File: src/rtl/tpc_pkg.sv
// Types and constants of the translation and cache block.
`default_nettype none
package tpc_pkg;

  localparam int unsigned VaW      = 10;
  localparam int unsigned StampW   = 32;
  localparam int unsigned OffW     = 4;
  localparam int unsigned PageW    = 6;
  localparam int unsigned FrameW   = 3;
  localparam int unsigned MemPages = 8;
  localparam int unsigned TlbCount = 16;
  localparam int unsigned TlbIdxW  = 4;
  localparam int unsigned SetW     = 2;
  localparam int unsigned Ways     = 4;
  localparam int unsigned WayW     = 2;
  localparam int unsigned Lines    = 16;

  typedef enum logic [1:0] {
    OUT_TLB_HIT = 2'd0,
    OUT_PT_HIT  = 2'd1,
    OUT_FAULT   = 2'd2
  } outcome_e;

  typedef struct packed {
    logic [VaW-1:0]    virtual_address;
    logic [StampW-1:0] time_stamp;
  } req_t;

  typedef struct packed {
    logic [1:0]        translation_outcome;
    logic [FrameW-1:0] frame_number;
    logic              cache_hit;
  } rsp_t;

  typedef struct packed {
    logic load;
    logic look;
    logic scan_frame;
    logic scan_tlb;
    logic fill;
    logic cache_upd;
  } cmd_t;

  typedef struct packed {
    logic tlb_hit;
    logic page_hit;
    logic last_frame;
    logic last_tlb;
  } status_t;

endpackage
`default_nettype wire

File: src/rtl/tlb_page_table_cache_model_top.sv
// Top level of the address translation and data cache block.
//
// One request beat (virtual byte address, time stamp) is taken at a clock
// edge with start high and busy low. busy then stays high until the result
// beat has been shown. The result (outcome, frame, cache hit) is shown on rsp_o
// while done_o is high for exactly one cycle; the receiver cannot stall it.
// States from the accepting edge to the result:
//   TLB hit:                   look-up, cache update, result
//   TLB miss, page table hit: look-up, TLB stamp scan, fill, cache update, result
//   page fault:               look-up, frame scan, TLB scan, fill, cache, result
// The scans walk the stored stamps one entry per cycle for the
// least-recently-stamped choice; the cache set is updated in the cache state.
// Reset clears the TLB, frame table and cache tags at once; the block
// accepts a request as soon as reset is released.
`default_nettype none
module tlb_page_table_cache_model_top (
  input  wire           clk_i,
  input  wire           rst_ni,
  input  wire           start,
  output logic          busy,
  input  tpc_pkg::req_t req_i,
  output logic          done_o,
  output tpc_pkg::rsp_t rsp_o
);
  import tpc_pkg::*;

  cmd_t    cmd;
  status_t status;

  tpc_ctrl u_ctrl (
    .clk_i    (clk_i),
    .rst_ni   (rst_ni),
    .start_i  (start),
    .status_i (status),
    .cmd_o    (cmd),
    .busy_o   (busy),
    .done_o   (done_o)
  );

  tpc_datapath u_datapath (
    .clk_i    (clk_i),
    .rst_ni   (rst_ni),
    .req_i    (req_i),
    .cmd_i    (cmd),
    .status_o (status),
    .rsp_o    (rsp_o)
  );

endmodule
`default_nettype wire

File: src/rtl/tpc_ctrl.sv
// Sequencer of the translation and cache block.
`default_nettype none
module tpc_ctrl (
  input  wire             clk_i,
  input  wire             rst_ni,
  input  wire             start_i,
  input  tpc_pkg::status_t status_i,
  output tpc_pkg::cmd_t   cmd_o,
  output logic            busy_o,
  output logic            done_o
);
  import tpc_pkg::*;

  typedef enum logic [6:0] {
    ST_IDLE  = 7'b0000001,
    ST_LOOK  = 7'b0000010,
    ST_SCANF = 7'b0000100,
    ST_SCANT = 7'b0001000,
    ST_FILL  = 7'b0010000,
    ST_CACHE = 7'b0100000,
    ST_RESP  = 7'b1000000
  } state_e;

  state_e state_q, state_d;

  always_comb begin
    state_d = state_q;
    cmd_o   = '0;
    case (state_q)
      ST_IDLE: begin
        if (start_i) begin
          cmd_o.load = 1'b1;
          state_d    = ST_LOOK;
        end
      end
      ST_LOOK: begin
        cmd_o.look = 1'b1;
        if (status_i.tlb_hit) state_d = ST_CACHE;
        else if (status_i.page_hit) state_d = ST_SCANT;
        else state_d = ST_SCANF;
      end
      ST_SCANF: begin
        cmd_o.scan_frame = 1'b1;
        if (status_i.last_frame) state_d = ST_SCANT;
      end
      ST_SCANT: begin
        cmd_o.scan_tlb = 1'b1;
        if (status_i.last_tlb) state_d = ST_FILL;
      end
      ST_FILL: begin
        cmd_o.fill = 1'b1;
        state_d    = ST_CACHE;
      end
      ST_CACHE: begin
        cmd_o.cache_upd = 1'b1;
        state_d         = ST_RESP;
      end
      ST_RESP: state_d = ST_IDLE;
      default: state_d = ST_IDLE;
    endcase
  end

  always_ff @(posedge clk_i or negedge rst_ni) begin
    if (!rst_ni) state_q <= ST_IDLE;
    else state_q <= state_d;
  end

  assign busy_o = (state_q != ST_IDLE);
  assign done_o = (state_q == ST_RESP);

endmodule
`default_nettype wire

File: src/rtl/tpc_datapath.sv
// TLB, frame table, cache tags and scan logic of the translation block.
`default_nettype none
module tpc_datapath (
  input  wire              clk_i,
  input  wire              rst_ni,
  input  tpc_pkg::req_t    req_i,
  input  tpc_pkg::cmd_t    cmd_i,
  output tpc_pkg::status_t status_o,
  output tpc_pkg::rsp_t    rsp_o
);
  import tpc_pkg::*;

  logic [VaW-1:0]    va_q;
  logic [StampW-1:0] now_q;

  logic [PageW-1:0]  tlb_page_q  [TlbCount];
  logic [FrameW-1:0] tlb_frame_q [TlbCount];
  logic [StampW-1:0] tlb_stamp_q [TlbCount];
  logic [TlbCount-1:0] tlb_valid_q;

  logic [PageW-1:0]  owner_q       [MemPages];
  logic [StampW-1:0] frame_stamp_q [MemPages];
  logic [MemPages-1:0] frame_used_q;

  logic [FrameW-1:0] line_tag_q [Lines];
  logic [Lines-1:0]  line_valid_q;
  logic [Lines-1:0]  line_recent_q;

  logic [TlbIdxW-1:0] idx_q;
  outcome_e           outcome_q;
  logic [FrameW-1:0]  frame_q;
  rsp_t               rsp_q;

  logic               ffree_q, fhave_q;
  logic [FrameW-1:0]  ffree_idx_q, fbest_idx_q;
  logic [StampW-1:0]  fbest_q;
  logic               tfree_q, thave_q;
  logic [TlbIdxW-1:0] tfree_idx_q, tbest_idx_q;
  logic [StampW-1:0]  tbest_q;

  logic [PageW-1:0]   vpn;
  logic [SetW-1:0]    set_w;
  logic               tlb_hit, page_hit;
  logic [TlbIdxW-1:0] tlb_hit_idx;
  logic [FrameW-1:0]  page_hit_frame;
  logic [FrameW-1:0]  victim;
  logic               evict;
  logic               tlb_ent_valid;
  logic [TlbIdxW-1:0] tlb_pick;
  logic [FrameW-1:0]  fill_frame;
  logic [FrameW-1:0]  fidx;
  logic               c_hit, c_free;
  logic [WayW-1:0]    c_hit_way, c_free_way, c_old_way, c_way;
  logic [Ways-1:0]    rec_set, rec_new;

  assign vpn   = va_q[VaW-1:OffW];
  assign set_w = va_q[OffW-1:OffW-SetW];
  assign fidx  = idx_q[FrameW-1:0];

  always_comb begin
    tlb_hit     = 1'b0;
    tlb_hit_idx = '0;
    for (int k = TlbCount - 1; k >= 0; k--) begin
      if (tlb_valid_q[k] && tlb_page_q[k] == vpn) begin
        tlb_hit     = 1'b1;
        tlb_hit_idx = TlbIdxW'(k);
      end
    end
    page_hit       = 1'b0;
    page_hit_frame = '0;
    for (int f = 0; f < MemPages; f++) begin
      if (frame_used_q[f] && owner_q[f] == vpn) begin
        page_hit       = 1'b1;
        page_hit_frame = FrameW'(f);
      end
    end
  end

  assign victim        = ffree_q ? ffree_idx_q : fbest_idx_q;
  assign evict         = (outcome_q == OUT_FAULT) && !ffree_q;
  assign tlb_ent_valid = tlb_valid_q[idx_q] && !(evict && tlb_frame_q[idx_q] == victim);
  assign tlb_pick      = tfree_q ? tfree_idx_q : tbest_idx_q;
  assign fill_frame    = (outcome_q == OUT_FAULT) ? victim : frame_q;

  always_comb begin
    c_hit      = 1'b0;
    c_hit_way  = '0;
    c_free     = 1'b0;
    c_free_way = '0;
    c_old_way  = '0;
    for (int w = Ways - 1; w >= 0; w--) begin
      rec_set[w] = line_recent_q[{set_w, WayW'(w)}];
      if (line_valid_q[{set_w, WayW'(w)}] && line_tag_q[{set_w, WayW'(w)}] == frame_q) begin
        c_hit     = 1'b1;
        c_hit_way = WayW'(w);
      end
      if (!line_valid_q[{set_w, WayW'(w)}]) begin
        c_free     = 1'b1;
        c_free_way = WayW'(w);
      end
      if (!line_recent_q[{set_w, WayW'(w)}]) c_old_way = WayW'(w);
    end
    c_way   = c_hit ? c_hit_way : (c_free ? c_free_way : c_old_way);
    rec_new = rec_set | (Ways'(1) << c_way);
    if (&rec_new) rec_new = Ways'(1) << c_way;
  end

  always_ff @(posedge clk_i or negedge rst_ni) begin
    if (!rst_ni) begin
      va_q          <= '0;
      now_q         <= '0;
      tlb_valid_q   <= '0;
      frame_used_q  <= '0;
      line_valid_q  <= '0;
      line_recent_q <= '0;
      idx_q         <= '0;
      outcome_q     <= OUT_TLB_HIT;
      frame_q       <= '0;
      rsp_q         <= '0;
      ffree_q       <= 1'b0;
      fhave_q       <= 1'b0;
      ffree_idx_q   <= '0;
      fbest_idx_q   <= '0;
      fbest_q       <= '0;
      tfree_q       <= 1'b0;
      thave_q       <= 1'b0;
      tfree_idx_q   <= '0;
      tbest_idx_q   <= '0;
      tbest_q       <= '0;
      for (int k = 0; k < TlbCount; k++) begin
        tlb_page_q[k]  <= '0;
        tlb_frame_q[k] <= '0;
        tlb_stamp_q[k] <= '0;
      end
      for (int f = 0; f < MemPages; f++) begin
        owner_q[f]       <= '0;
        frame_stamp_q[f] <= '0;
      end
      for (int l = 0; l < Lines; l++) line_tag_q[l] <= '0;
    end else begin
      if (cmd_i.load) begin
        va_q  <= req_i.virtual_address;
        now_q <= req_i.time_stamp;
      end
      if (cmd_i.look) begin
        idx_q   <= '0;
        ffree_q <= 1'b0;
        fhave_q <= 1'b0;
        tfree_q <= 1'b0;
        thave_q <= 1'b0;
        if (tlb_hit) begin
          tlb_stamp_q[tlb_hit_idx] <= now_q;
          frame_q   <= tlb_frame_q[tlb_hit_idx];
          outcome_q <= OUT_TLB_HIT;
        end else if (page_hit) begin
          frame_q   <= page_hit_frame;
          outcome_q <= OUT_PT_HIT;
        end else begin
          outcome_q <= OUT_FAULT;
        end
      end
      if (cmd_i.scan_frame) begin
        if (!frame_used_q[fidx] && !ffree_q) begin
          ffree_q     <= 1'b1;
          ffree_idx_q <= fidx;
        end
        if (!fhave_q || frame_stamp_q[fidx] < fbest_q) begin
          fhave_q     <= 1'b1;
          fbest_q     <= frame_stamp_q[fidx];
          fbest_idx_q <= fidx;
        end
        idx_q <= status_o.last_frame ? '0 : idx_q + 1'b1;
      end
      if (cmd_i.scan_tlb) begin
        if (!tlb_ent_valid) begin
          if (!tfree_q) begin
            tfree_q     <= 1'b1;
            tfree_idx_q <= idx_q;
          end
        end else if (!thave_q || tlb_stamp_q[idx_q] < tbest_q) begin
          thave_q     <= 1'b1;
          tbest_q     <= tlb_stamp_q[idx_q];
          tbest_idx_q <= idx_q;
        end
        idx_q <= idx_q + 1'b1;
      end
      if (cmd_i.fill) begin
        frame_stamp_q[fill_frame] <= now_q;
        if (outcome_q == OUT_FAULT) begin
          frame_q              <= victim;
          frame_used_q[victim] <= 1'b1;
          owner_q[victim]      <= vpn;
          if (evict) begin
            for (int k = 0; k < TlbCount; k++)
              if (tlb_frame_q[k] == victim && TlbIdxW'(k) != tlb_pick)
                tlb_valid_q[k] <= 1'b0;
            for (int l = 0; l < Lines; l++) begin
              if (line_valid_q[l] && line_tag_q[l] == victim) begin
                line_valid_q[l]  <= 1'b0;
                line_recent_q[l] <= 1'b0;
              end
            end
          end
        end
        tlb_valid_q[tlb_pick] <= 1'b1;
        tlb_stamp_q[tlb_pick] <= now_q;
        tlb_page_q[tlb_pick]  <= vpn;
        tlb_frame_q[tlb_pick] <= fill_frame;
      end
      if (cmd_i.cache_upd) begin
        for (int w = 0; w < Ways; w++) line_recent_q[{set_w, WayW'(w)}] <= rec_new[w];
        if (!c_hit) begin
          line_valid_q[{set_w, c_way}] <= 1'b1;
          line_tag_q[{set_w, c_way}]   <= frame_q;
        end
        rsp_q.translation_outcome <= outcome_q;
        rsp_q.frame_number        <= frame_q;
        rsp_q.cache_hit           <= c_hit;
      end
    end
  end

  assign status_o.tlb_hit    = tlb_hit;
  assign status_o.page_hit   = page_hit;
  assign status_o.last_frame = (fidx == FrameW'(MemPages - 1));
  assign status_o.last_tlb   = (idx_q == TlbIdxW'(TlbCount - 1));
  assign rsp_o               = rsp_q;

endmodule
`default_nettype wire

File: config.mk
export PLATFORM = sky130hd
export DESIGN_NAME = tlb_page_table_cache_model_top
export DESIGN_NICKNAME = d
export VERILOG_FILES = /design/src/rtl/tpc_pkg.sv /design/src/rtl/tlb_page_table_cache_model_top.sv /design/src/rtl/tpc_ctrl.sv /design/src/rtl/tpc_datapath.sv
export SDC_FILE = /design/constraint.sdc
export NUM_CORES = 2
export LEC_CHECK = 0
export BUFFER_PORTS_ARGS = -buffer_cell sky130_fd_sc_hd__clkbuf_2
export CAP_MARGIN = 0
export CORE_ASPECT_RATIO = 1.4
export CORE_MARGIN = 4
export CORE_UTILIZATION = 50
export CTS_CLUSTER_SIZE = 8
export DETAILED_ROUTE_END_ITERATION = 12
export HOLD_SLACK_MARGIN = 0.12
export PLACE_DENSITY = 0.65
export SLEW_MARGIN = 5
export SYNTH_ARGS = -nofsm -noshare
export SYNTH_HDL_FRONTEND = slang
export SYNTH_SLANG_ARGS = --single-unit
export TNS_END_PERCENT = 10
File: constraint.sdc
create_clock -name clk_i -period 8.5 [get_ports clk_i]
set_clock_uncertainty 0.1 [all_clocks]
set_input_delay 1.7 -clock clk_i [delete_from_list [all_inputs] [get_ports clk_i]]
set_output_delay 1.7 -clock clk_i [all_outputs]
set_load 0.01 [all_outputs]
# Word level (Yosys, flattened, before mapping)
# Index checks and enable logic that the tools add are counted.
[op_classes] add_sub_neg=1 n_lt_le_gt_ge=34 reduce_logical=93 shift=1 bitwise_logic=18 mux=257 n_eq_ne=90
[op_table] operator="$mux 512" n=3
[op_table] operator="$bwmux 512" n=2
[op_table] operator="$bwmux 256" n=1
[op_table] operator="$demux 32 s4" n=2
[op_table] operator="$mux 32" n=7
[op_table] operator="$mux 16" n=12
[op_table] operator="$bwmux 48" n=3
[op_table] operator="$eq 6x6->1" n=24
[op_table] operator="$bmux 32 s4" n=1
[op_table] operator="$mux 1" n=119
[op_table] operator="$eq 3x3->1" n=37
[op_table] operator="$bmux 32 s3" n=1
[op_table] operator="$bwmux 96" n=1
[op_table] operator="$demux 32 s3" n=1
[op_table] operator="$mux 4" n=23
[op_table] operator="$logic_and 1x1->1" n=76
[op_table] operator="$mux 3" n=25
[op_table] operator="$bmux 3 s4" n=6
[op_table] operator="$bwmux 16" n=4
[op_table] operator="$lt 32x32->1" n=2
[op_table] operator="$pmux 7 s6" n=1
[op_table] operator="$ge 5x5->1 const B" n=8
[op_table] operator="$not 4->5" n=8
[op_table] operator="$mux 2" n=18
[op_table] operator="49 further kinds" n=109
[totals] word_cells=597 in_bits=45 register_bits=1210 out_inout_bits=8

# Depth between registers and ports, before layout
[logic_depth] depth_word=28 mapped_depth=20 depth_no_buf=13

# Hierarchy
# Synthesis repeated with hierarchy kept, for this count alone.
[unflattened] hier_cells=4111 hier_area_um2=58108.2
[modules_own_cells] module="tpc_datapath" seq_area_each_um2=30053.8 area_each_um2=57681.6 instances=1 cells_per_inst=4064
[modules_own_cells] module="tpc_ctrl" seq_area_each_um2=176.4 area_each_um2=426.7 instances=1 cells_per_inst=47

# Worst setup path before layout
# OpenSTA, ideal clock, no wires.
[synth_timing] kind="register -> register" from="register u_datapath.idx_q[0]" to="register u_datapath.tbest_q[10]" path_stages_with_launch=20 path_buffers=6 setup_ns=0.125 required_time_ns=8.275 path_slack_ns=2.884 arrival_time_ns=5.391 synth_period_minus_slack_ns=5.616 cell_sequence="dfrtp_1 > buf_6 > buf_2 > buf_2 > buf_2 > buf_1 > mux4_2 > mux4_2 > ha_1 > a21o_1 > a21o_1 > a21o_1 > a21o_1 > a21o_1 > a21o_1 > a21oi_1 > o31ai_1 > a211oi_4 > buf_6 > mux2_4"
[synth_via] elab_chain_len=9 word_cells_on_any_way=16 classes_between="1 x order compare; 1 x eq/ne; 8 x mux; 1 x bitwise; 5 x reduce/logical"
[synth_rtl] element="start, declared" line="tpc_datapath.sv:29" text="logic [TlbIdxW-1:0] idx_q;"
[synth_rtl] element="start signal, assigned" line="tpc_datapath.sv:172" text="idx_q <= status_o.last_frame ? '0 : idx_q + 1'b1;"
[synth_rtl] element="start signal, assigned" line="tpc_datapath.sv:185" text="idx_q <= idx_q + 1'b1;"
[synth_rtl] element="branches (longest 9 deep; another with $lt 32x32->1)"
[synth_rtl] element="end signal, assigned" line="tpc_datapath.sv:182" text="tbest_q <= tlb_stamp_q[idx_q];"
[synth_rtl] element="end, declared" line="tpc_datapath.sv:39" text="logic [StampW-1:0] tbest_q;"
# Several ways; the timed one is not identified. The select of a mux whose other input is x is not followed.
# A chain may end at the register's enable or synchronous reset.

# Worst setup path in the final report
[layout_timing] from="register u_datapath.idx_q[0]" to="register u_datapath.tbest_q[1]"
# Same word-level chain as after synthesis.

==> impl_metrics.ini <==
[timing]
post-route-period-util = 0.686
drv_slew = 0
fin_ws_ps = 2670
worst_slew_pin_slew_ps = 1300
fin_crit_ps = 5830
fmax_ghz = 0.172
relSlewSlack = 0.133
setup_viol = 0
hold_viol = 0
rsz0062_at_grt = false
timing.hold.ws_ps = 372
setup_tns_ps = 0

[placed_design]
portBuffers = 50
gp_congestion = 0.834
dp.cells = 5432
hpwl_um = 81900
dpl_worst_slack_ps = 2520
placedInstanceArea_um2 = 59900

[clock_tree]
htreeDepth = 4
ctsHoldBuffers = 0
clk_latency_ps = 770
cts_setup_buffers = 0
cts_tree = built
numCtsBuffers = 169
cts.sinks = 1208
cts_root_buf = clkbuf_16
cts_buffer_depth = 3
cts_resized = 0
path_clk_slew_ps = 50

[final_layout]
syn_to_final_growth_pct = 10.6
fin_cells = 5629
seq_area_um2 = 30300
layout_commonest_cell = dfrtp_1
nets = 4222
final_design_area_no_fill_um2 = 64400
final_cell_mix = 1197 x dfrtp_1, 933 x mux2_2, 304 x nand2_1
n_antenna_cell = 0
drive_gt1_frac = 0.399
multi_input_area_um2 = 26400
fillers = 9263

[drt]
ant_nets = 0
vias_per_cell = 5.96
drt_iter0_drc = 1929
post_drt_wl_per_cell_um = 24.4
wl_um = 137000
drc = 0
vias = 33500
drt_first_pass_iters = 5

[synthesis]
synth_nets = 4227
syn-cell-area_um2 = 58200
synth_edf_count = 0
ys_ff_latch = 1208
yosysSeqAreaShare = 0.519
synth_area_per_cell_um2 = 14.1
synth_top_area_cell = dfrtp_1
yosysWarnings = 0
synth_cells = 4118
async_flop_share = 1.00
synth_flop_cell = dfrtp_1
synthDistinctLibCells = 86
synth.top_cells.by_area = dfrtp_1 52%, mux2_2 18%, mux4_2 10%
synth_top_area_share = 0.519

[pwr]
seqPwrFrac = 0.432
powerDensity_nw_per_um2 = 243
p_int_w = 0.0108
p_sw_w = 0.00487
pwr-share-comb = 0.185
switching_share = 0.312
leakagePower_nw = 31.3
max-vdd-ir-drop_v = 0.000205
pwr-share-clk = 0.383

[critical_path]
worst_path_most_repeated_cell = mux4_2
endpoint_kind = flip-flop
crit_type = flip-flop to flip-flop
worstPathRequired_ps = 9040
crit_fanout = 57
cpMaxStageDelayCell = dfrtp_4
startpoint_type = flip-flop
crit_arrival_ps = 6370
critPathMaxStageDelay_ps = 700
cp_top_family = compound AO/OA/AOI/OAI gates
crit_chain = buf_12, mux4_2, mux4_2, ha_1, and4_1, a21oi_1, nand2_1, a221oi_1, o211ai_1, a221oi_2, o31ai_1, a211oi_4, buf_4, mux2_2
crit_buf_inv = 2

[flow_run]
maxCapViolations = 0

[outcome]
status = finished clean

[floorplan]
die_h_um = 412
rows = 147
core_area_um2 = 115000
num_io_pins = 53
die_area_um2 = 122000
start_util = 0.506
fp.dieW_um = 296

[grt]
grtUsageTotal = 0.232
grt_max_degree = 166
grt_pass1_wl_um = 217000
grt_pass1_vias = 36100
grt_overflow_total = 0
grt_antenna_before_repair = 1

[hold_path]
hold_class = flip-flop to flip-flop
## flip-flops by register name (all words and copies together) (netlist names), 4 cells and up
signal                    flops
u_datapath.line_tag_q        48
u_datapath.line_valid_q      16
u_datapath.tfree_idx_q        4
u_datapath.owner_q           48
u_datapath.tlb_stamp_q      512
u_ctrl.state_q                7
u_datapath.line_recent_q     16
u_datapath.tlb_page_q        96
u_datapath.tbest_q           32
u_datapath.now_q             32
u_datapath.idx_q              4
u_datapath.rsp_o              6
u_datapath.va_q               8
u_datapath.tlb_frame_q       48
u_datapath.tbest_idx_q        4
u_datapath.fbest_q           32
u_datapath.frame_used_q       8
u_datapath.tlb_valid_q       16
u_datapath.frame_stamp_q    256
## routing by layer
metal | GRT usage | vias to the layer above | part of all wire
met2 | 0.407 | 537 | 0.52
met4 | 0.0711 | 0 | 0.028
met5 | 0 | - | 0
met3 | 0.0324 | 191 | 0.029
li1 | - | 14800 | -
met1 | 0.300 | 18000 | 0.43
## power by group through the flow
stage / combinational [W] / clock, W / sequential [W]
finish: 0.00289 / 0.00600 / 0.00676
floorplan: 0.00250 / 0 / 0.00622
global placement: 0.00294 / 0 / 0.00686
global route: 0.00318 / 0.00638 / 0.00684
detailed placement: 0.00296 / 0 / 0.00686
CTS: 0.00297 / 0.00615 / 0.00677
## synthesized netlist by cell type (11+ instances only)
| master | number |
|---|---|
| inv_1 | 87 |
| or2_2 | 11 |
| buf_1 | 44 |
| mux2_1 | 73 |
| nor3_1 | 22 |
| nand2_1 | 307 |
| buf_6 | 29 |
| nor2b_1 | 14 |
| dfrtp_1 | 1207 |
| o21ai_0 | 89 |
| mux2_2 | 933 |
| nor4_1 | 23 |
| clkbuf_1 | 175 |
| buf_2 | 35 |
| nand3_1 | 26 |
| nor2_1 | 50 |
| a21oi_1 | 25 |
| mux2_4 | 59 |
| a21o_1 | 49 |
| mux2i_1 | 23 |
| nand4_1 | 54 |
| xor2_1 | 112 |
| nand2b_1 | 12 |
| buf_4 | 30 |
| mux4_2 | 263 |
| xnor2_1 | 144 |
| ha_1 | 64 |
## cell families (layout without fill, tap and decap cells)
group / after synthesis / after routing / share of synthesized area
flip-flops: 1208 / 1208 / 0.519
multiplexers: 1356 / 1356 / 0.318
AO/OA/AOI/OAI: 268 / 268 / 0.0327
buffers and inverters: 402 / 423 / 0.0323
AND/OR/NAND/NOR: 564 / 564 / 0.0461
XOR/XNOR: 256 / 256 / 0.0385
adder cells (fa/ha/maj): 64 / 64 / 0.0137
## tightest hold or removal path: stages, from the launching register on
cell and delay, ps:
dfrtp_1 340, nand2_1 50, nand2_1 50
## path summary, 6_finish.rpt
check	start	to	slack, ps	cells after the start
worst min register to register	u_datapath.rsp_o[2]	u_datapath.rsp_o[2]	370	2
min in group asynchronous	rst_ni	u_datapath.tlb_page_q[29]	830	1
worst min-delay path	u_datapath.rsp_o[2]	u_datapath.rsp_o[2]	370	2
worst max register to register	u_datapath.idx_q[0]	u_datapath.tbest_q[1]	2670	14
worst max-delay path	u_datapath.idx_q[0]	u_datapath.tbest_q[1]	2670	14
max in group asynchronous	rst_ni	u_datapath.tlb_page_q[86]	5680	3
## final cells by class
class	instances	area share
inverters	89	0.00519
well taps	1490	0.0289
clock buffers	184	0.0677
repair buffers	137	0.0160
flip-flops and latches	1208	0.470
clock inverters	13	0.00303
multi-input cells	2508	0.409
## stage by stage
step / total power (W) / util
4_1_cts: 0.0159 / 0.559
5_1_grt: 0.0164 / 0.559
2_1_floorplan: 0.00872 / -
3_5_place_dp: 0.00982 / 0.520
3_3_place_gp: 0.00980 / 0.520
6_report: 0.0156 / 0.559
(Power assumes the default switching activity.)
